`config.mk`:
```
export PLATFORM = sky130hd
export DESIGN_NAME = tsst_cell
export DESIGN_NICKNAME = d
export VERILOG_FILES = /design/src/rtl/tsst_pkg.sv /design/src/rtl/tsst_cell.sv
export SDC_FILE = /design/constraint.sdc
export NUM_CORES = 1
export LEC_CHECK = 0
export BUFFER_PORTS_ARGS = -buffer_cell sky130_fd_sc_hd__buf_2
export CAP_MARGIN = 20
export CORE_ASPECT_RATIO = 0.8
export CORE_MARGIN = 2
export CORE_UTILIZATION = 28
export DETAILED_ROUTE_END_ITERATION = 7
export SYNTH_ARGS = -nofsm -noshare
export SYNTH_HDL_FRONTEND = slang
export SYNTH_SLANG_ARGS = --single-unit
```
`constraint.sdc`:
```
create_clock -name clk -period 3.5 [get_ports clk]
set_input_delay 0.175 -clock clk [delete_from_list [all_inputs] [get_ports clk]]
set_output_delay 0.175 -clock clk [all_outputs]
set_load 0.01 [all_outputs]
```
`src/rtl/tsst_pkg.sv`:
```
package tsst_pkg;

  // Field widths of the item and result channels.
  localparam int TIME_W = 31;
  localparam int KIND_W = 3;
  localparam int CNT_W  = 7;
  localparam int SIDX_W = 6;
  localparam int ST_W   = 2;

  // Operation codes carried in the kind field.
  localparam logic [KIND_W-1:0] KIND_ADD    = 3'd0;
  localparam logic [KIND_W-1:0] KIND_READ   = 3'd1;
  localparam logic [KIND_W-1:0] KIND_STATUS = 3'd2;
  localparam logic [KIND_W-1:0] KIND_CLEAN  = 3'd3;
  localparam logic [KIND_W-1:0] KIND_RESET  = 3'd4;

  // Result status codes.
  localparam logic [ST_W-1:0] ST_OK     = 2'd0;
  localparam logic [ST_W-1:0] ST_EXISTS = 2'd1;
  localparam logic [ST_W-1:0] ST_FULL   = 2'd2;

  // Scan token that travels down the row of slot cells, one cell per cycle.
  typedef struct packed {
    logic              valid;
    logic [KIND_W-1:0] kind;
    logic [TIME_W-1:0] lo;    // range begin, zero taken as one
    logic [TIME_W-1:0] hi;    // range end (an add uses its begin), zero taken as one
    logic [TIME_W-1:0] ta;    // raw begin or add time
    logic [TIME_W-1:0] tb;    // raw end
    logic              hit;   // add: time exists; read: a slot was chosen
    logic              free;  // add: a free slot was seen
    logic [TIME_W-1:0] mn;    // read: best time; status: minimum
    logic [TIME_W-1:0] mx;    // status: maximum
    logic [CNT_W-1:0]  cnt;   // status and clean: in-range count
  } tok_t;

  // Table write controls broadcast to every cell.
  typedef struct packed {
    logic              en;    // write data into the addressed slot
    logic              clr;   // free every slot
    logic [TIME_W-1:0] data;
  } wr_t;

endpackage

```
`src/rtl/tsst_cell.sv`:
```
module tsst_cell #(
  parameter int IDX_W = 6,
  parameter int POS   = 0
) (
  input  logic                      clk,
  input  logic                      rst_n,
  input  logic [tsst_pkg::CNT_W-1:0] scan_n,
  input  tsst_pkg::tok_t            tok_i,
  input  logic [IDX_W-1:0]          idx_i,
  input  tsst_pkg::wr_t             wr_i,
  input  logic [IDX_W-1:0]          wr_idx,
  output tsst_pkg::tok_t            tok_o,
  output logic [IDX_W-1:0]          idx_o
);
  import tsst_pkg::*;

  logic [TIME_W-1:0] slot_r, slot_nxt;
  tok_t              tok_r, tok_nxt;
  logic [IDX_W-1:0]  idx_r, idx_nxt;
  logic              active;
  logic              inr;
  logic              take;

  // This slot takes part only when it lies below the scan length.
  assign active = 32'(scan_n) > 32'(POS);
  assign inr    = (slot_r >= tok_i.lo) && (slot_r <= tok_i.hi);
  assign take   = tok_i.valid && active;

  // Fold this slot into the passing token.
  always_comb begin
    tok_nxt = tok_i;
    idx_nxt = idx_i;
    if (take) begin
      case (tok_i.kind)
        KIND_ADD: begin
          if (slot_r == '0) begin
            tok_nxt.free = 1'b1;
            idx_nxt      = IDX_W'(POS);
          end else if (inr) begin
            tok_nxt.hit = 1'b1;
          end
        end
        KIND_READ: begin
          if (inr && (!tok_i.hit || slot_r < tok_i.mn)) begin
            tok_nxt.hit = 1'b1;
            tok_nxt.mn  = slot_r;
            idx_nxt     = IDX_W'(POS);
          end
        end
        KIND_STATUS: begin
          if (inr) begin
            tok_nxt.cnt = tok_i.cnt + 1'b1;
            if (slot_r < tok_i.mn) begin
              tok_nxt.mn = slot_r;
            end
            if (slot_r > tok_i.mx) begin
              tok_nxt.mx = slot_r;
            end
          end
        end
        KIND_CLEAN: begin
          if (inr) begin
            tok_nxt.cnt = tok_i.cnt + 1'b1;
          end
        end
        default: begin
        end
      endcase
    end
  end

  // Slot contents: clear all, addressed write, or clean as the token passes.
  always_comb begin
    slot_nxt = slot_r;
    if (wr_i.clr) begin
      slot_nxt = '0;
    end else if (wr_i.en && wr_idx == IDX_W'(POS)) begin
      slot_nxt = wr_i.data;
    end else if (take && tok_i.kind == KIND_CLEAN && inr) begin
      slot_nxt = '0;
    end
  end

  always_ff @(posedge clk) begin
    if (!rst_n) begin
      slot_r <= '0;
      tok_r  <= '0;
    end else begin
      slot_r <= slot_nxt;
      tok_r  <= tok_nxt;
    end
  end

  // The chosen slot index moves with the token without reset.
  always_ff @(posedge clk) begin
    idx_r <= idx_nxt;
  end

  assign tok_o = tok_r;
  assign idx_o = idx_r;

endmodule

```
After elaboration in Yosys (flattened, before gate mapping)
Index checks and enable logic that the tools add are counted.

Add/subtract/negate cells: 1. Eq/ne operators: 3. Bitwise operators: 1. Reductions and logical operators: 13. Multiplexer cells: 21. $lt $le $gt $ge: 5.

Operators with widths (number): two-way mux 31 bit (6); two-way mux 71 bit (1); two-way mux 69 bit (1); case mux 31 bit (2 select lines) (1); greater-or-equal comparator 31 bit (1); > comparator 31 bit (1); <= comparator 31 bit (1); zero test 31 bit (1); less-than comparator 31 bit (1); two-way mux 6 bit (3); case mux 7 bit (2 select lines) (1); case mux 6 bit (2 select lines) (1); adder 7 x 1 -> 7 bit (second input constant) (1); > comparator 7 x 1 -> 1 bit (second input constant) (1); two-way mux 7 bit (1); equality test 3 x 2 -> 1 bit (second input constant) (2); logical AND 1 bit (6); zero test 6 bit (1); two-way mux 1 bit (5); equality test 3 x 1 -> 1 bit (second input constant) (1); zero test 3 bit (1); case mux 1 bit (2 select lines) (1); nonzero test 2 bit (1); OR reduction 2 bit (1); 3 further kinds (3).

Input bits: 253. Register bits after elaboration: 236. Logic and storage cells: 57. Output and inout bits: 205.

Longest topological paths before layout
Word-level depth: 6. Gate-level depth with buffers: 12. Gate-level depth less buffers: 10.

Least setup slack after synthesis
No wires, ideal clock.

Path kind: register to register. Start point: register slot_r[29]. End point: register slot_r[0]. Arrival time: 2.597 ns. Clock period less this slack: 2.714 ns. Buffers on the path: 1. Library setup time: 0.117 ns. Cell stages (with the launch flop): 10. Setup slack: 0.786 ns. Required time: 3.383 ns. Path through: dfxtp_1 -> ha_1 -> a21o_1 -> a221oi_1 -> o211ai_1 -> or4_4 -> a21oi_4 -> a21oi_2 -> buf_6 -> a22o_1.

Cells in the longest elaborated chain, start to end: 4. Elaborated cells between the ends (all ways): 5. Those cells by class: order compare: 2; reduce/logical: 3.

RTL lines: from (decl) (line tsst_cell.sv:17) `logic [TIME_W-1:0] slot_r, slot_nxt;`; from (signal assigned) (line tsst_cell.sv:89) `slot_r <= slot_nxt;`; greater-or-equal comparator 31 bit / <= comparator 31 bit (equally long branches) (line tsst_cell.sv:26) `assign inr = (slot_r >= tok_i.lo) && (slot_r <= tok_i.hi);`; logical AND 1 bit (*) (line tsst_cell.sv:26); logical AND 1 bit (*) (line tsst_cell.sv:79) `end else if (take && tok_i.kind == KIND_CLEAN && inr) begin`; nonzero test 2 bit (no line) (*).

Mark *: on every way between the ends. The rest lies on a longest branch, timed or not. A chain may end at the register's enable or synchronous reset.

Final worst setup path
Start point: register slot_r[20]. End point: register tok_r (netlist bit tok_o[17]).

Cells in the longest elaborated chain, start to end: 5. Elaborated cells between the ends (all ways): 8. Those cells by class: order compare: 3; mux: 4; reduce/logical: 1.

RTL lines: > comparator 31 bit (tied with other cells) (line tsst_cell.sv:56) `if (slot_r > tok_i.mx) begin`; two-way mux 31 bit / logical AND 1 bit (equally long branches) (line tsst_cell.sv:56, tsst_cell.sv:26); two-way mux 69 bit (*) (line tsst_cell.sv:51) `if (inr) begin`; two-way mux 31 bit (*) (line tsst_cell.sv:34) `case (tok_i.kind)`; two-way mux 71 bit (*) (line tsst_cell.sv:33) `if (take) begin`; to (signal assigned) (line tsst_cell.sv:90) `tok_r <= tok_nxt;`; to (decl) (line tsst_cell.sv:18) `tok_t tok_r, tok_nxt;`.

Marks and branches as above.

==> results.tsv <==
metric	value	unit
Switching Share	0.253	
initial drt markers	401	
Final GP Congestion	0.864	
Fin. Hold Viols	0	
logic gate share of total power	0.135	
max-cap violation count	0	
core footprint	37000	um^2
Hold Path Class	input port to flop	
DPL Wire Length	32.4	mm
placed cell count	2056	
post-route cell area	16800	um^2
largest net degree at the start of global routing	112	
Reg clk slew, reported paths	0.07	ns
length in cells of the worst reg-to-reg path	10	
Final Util	0.454	
internal power	5.05	mW
CP max FO	14	
Gate Count Post-Synth	1113	
clock buffer depth	3	
Multi-input gate area	5030	um^2
Syn. warnings	0	
mux contribution to synthesized area	0.0633	
Initial Util	0.283	
cell row count	63	
Yosys reg bits	236	
Final Setup Violations	0	
CTS root buf	clkbuf_16	
Slew @ Worst Pin	1.01	ns
Clk Latency, worst-skew pair	0.55	ns
Leak Pwr	8.86	nW
drt total wl	43.8	mm
area share of fa/ha/maj cells after synthesis	0.148	
main combinational cell family by area after synthesis	simple AND/OR/NAND/NOR gates	
simple-gate share of the synthesized area	0.171	
FMAX	0.305	GHz
Switch Pwr	1.71	mW
I/O pin count	458	
Arr. time, crit path	3.71	ns
global-route wire length before repair	63.5	mm
total gr overflow	0	
startpoint class of the critical path	flop	
Synth Area in Compound Gates	0.0951	
clock buffer count from CTS	26	
Primary FF master, synth	dfxtp_1	
routed vias/inst	4.52	
clock network power share	0.443	
Critical Path RT	3.94	ns
non-filler cells, final	2346	
share of cells above drive strength 1	0.298	
Netlist Area Pre-Place	10500	um^2
P&R area growth vs syn	60.4	%
total track usage	0.216	
NumNets Final	2212	
hold path cells	4	
vias in the first global route	11027	
CP max-delay cell	or4_4	
WL/cell	18.7	um
drc violations	0	
post-route setup TNS	0	ns
Synthesized Nets	1490	
Clock Skew	0.0160	ns
placed cell areas	13500	um^2
Yosys cell types	50	
antenna-violating nets left	0	
CP Cell Sequence	ha_1 > a21oi_1 > o21ai_1 > a221oi_1 > o211ai_1 > or4_4 > a21oi_4 > nand3_4 > buf_12 > mux2i_1	
Power Density	403	nW/um^2
Tmin final	3.28	ns
Sequential Power Share	0.421	
Reg area	4720	um^2
CTS tree	done	
number of fill cells	3492	
overall via count from detail_route	10598	
drt pass-1 iters	4	
final number of max-transition violations	0	
# clock sinks	236	
setup repair after global routing missed its margin	no	
die area	38900	um^2
element type at the critical path end	flop	
crit share post-route	0.936	
CP Class	flop to flop	
Worst path max stage delay	0.66	ns
Seq/Total Area, Yosys	0.452	
# H-tree levels	1	
PortBufs	457	
average cell area after synthesis	9.39	um^2
worst hold margin	0.182	ns
chip height	177	um
status	completed	
xor-xnor portion of the synthesized cell area	0.00168	
Slew HR	0.324	
initial antenna violation count	3	
post-synthesis async set-or-reset flop share	0	
Worst IR Drop VDD	437	uV
die width	220	um
Post-synth EDFFs	0	
-- placed cells by master (no fill, tap or decap), types with 3 or more instances in the layout --
| cell type | Yosys | layout |
|---|---|---|
| nand3b_1 | 3 | 3 |
| diode_2 | 0 | 4 |
| a31oi_1 | 5 | 5 |
| nor4_1 | 11 | 11 |
| nor2b_1 | 5 | 5 |
| inv_1 | 133 | 133 |
| buf_4 | 1 | 37 |
| nand4_1 | 20 | 20 |
| nand2_1 | 126 | 126 |
| a21o_1 | 12 | 12 |
| mux2i_1 | 65 | 65 |
| nor3_1 | 10 | 9 |
| a211oi_1 | 5 | 5 |
| a221oi_1 | 5 | 5 |
| a22o_1 | 32 | 32 |
| nand3_1 | 24 | 24 |
| buf_2 | 0 | 456 |
| and2_1 | 68 | 68 |
| clkbuf_8 | 0 | 3 |
| and3_1 | 6 | 5 |
| o21ai_0 | 17 | 17 |
| dfxtp_1 | 236 | 236 |
| clkbuf_16 | 0 | 27 |
| clkinv_2 | 0 | 7 |
| a21oi_1 | 46 | 46 |
| nor2_1 | 81 | 81 |
| dlygate4sd3_1 | 0 | 236 |
| o211ai_1 | 5 | 5 |
| ha_1 | 124 | 124 |
| and4_1 | 7 | 7 |
| bufinv_16 | 0 | 4 |
-- critical path, delay by kind of cell, from the launching register on --
| family | cells | cell delay, ns |
|---|---|---|
| AO/OA/AOI/OAI | 5 | 1.04 |
| adder cells (fa/ha/maj) | 1 | 0.30 |
| buffers and inverters | 1 | 0.26 |
| flip-flops | 1 | 0.48 |
| multiplexers | 1 | 0.13 |
| AND/OR/NAND/NOR | 2 | 0.94 |
-- power by group through the flow --
stage,Combinational [mW],Clock (mW),Sequential (mW)
5_1_grt,1.00,3.16,2.86
3_3_place_gp,0.689,0,2.91
6_report,0.916,3.00,2.85
4_1_cts,0.911,3.06,2.85
2_1_floorplan,0.233,0,2.97
3_5_place_dp,0.696,0,2.91
-- routing by layer --
layer / GRT usage / share of wire / up-vias
li1: - / - / 5192
met1: 0.263 / 0.43 / 4922
met2: 0.375 / 0.47 / 389
met3: 0.0397 / 0.055 / 95
met4: 0.0906 / 0.047 / 0
met5: 0 / 0 / -
-- sequential cells by signal, indices dropped and copies added (netlist names) --
name and count:
tok_o 199, slot_r 31, idx_o 6
-- path summary, 6_finish.rpt --
check / slack [ns] / startpoint / endpoint
worst max register to register: 0.22 / slot_r[20] / tok_o[17]
worst max-delay path: 0.22 / slot_r[20] / tok_o[17]
worst min-delay path: 0.18 / wr_i[31] / slot_r[29]
worst min register to register: 0.52 / slot_r[10] / slot_r[10]
-- final cells by class --
type                            instances  share of cell area
Timing Repair Buffer                  732               0.297
Clock inverter                         16              0.0117
Tap cell                              487              0.0363
Sequential cell                       236               0.282
Antenna cell                            4            0.000597
Inverter                              134              0.0300
Multi-Input combinational cell        705               0.300
Clock buffer                           32              0.0432
-- synthesized netlist by cell type, types with 11 or more instances --
master / number / share of area
clkbuf_1: 27 / 0.0097
nor4_1: 11 / 0.0066
a21oi_1: 46 / 0.022
nand2_1: 126 / 0.045
mux2i_1: 65 / 0.062
nand3_1: 24 / 0.011
nand4_1: 20 / 0.012
a21o_1: 12 / 0.0086
o21ai_0: 17 / 0.0081
ha_1: 124 / 0.15
nor2_1: 81 / 0.029
inv_1: 133 / 0.048
a22o_1: 32 / 0.027
dfxtp_1: 236 / 0.45
and2_1: 68 / 0.041
-- metrics by stage --
| step | setup WS [ns] | total power, mW |
|---|---|---|
| floorplan | 0.786 | 3.21 |
| global placement | 0.166 | 3.59 |
| detailed placement | 0.0868 | 3.60 |
| CTS | 0.0594 | 6.82 |
| global route | 0.0259 | 7.02 |
| finish | 0.223 | 6.76 |
-- logic make-up after synthesis --
| group | after synthesis |
|---|---|
| AOI/OAI and AO/OA | 144 |
| DFF | 236 |
| muxes | 66 |
| adders and majority gates | 124 |
| xor gates and xnor gates | 2 |
| buffers and inverters | 172 |
| and+or+nand+nor | 369 |
-- what timing repair did --
item	in CTS	in global routing
hold buffers	236	0
hold endpoints to repair	236	0
setup endpoints to repair	0	21
buffers inserted	0	2
gates resized for setup	0	1
No activity file was read; power rests on OpenSTA's default activity.
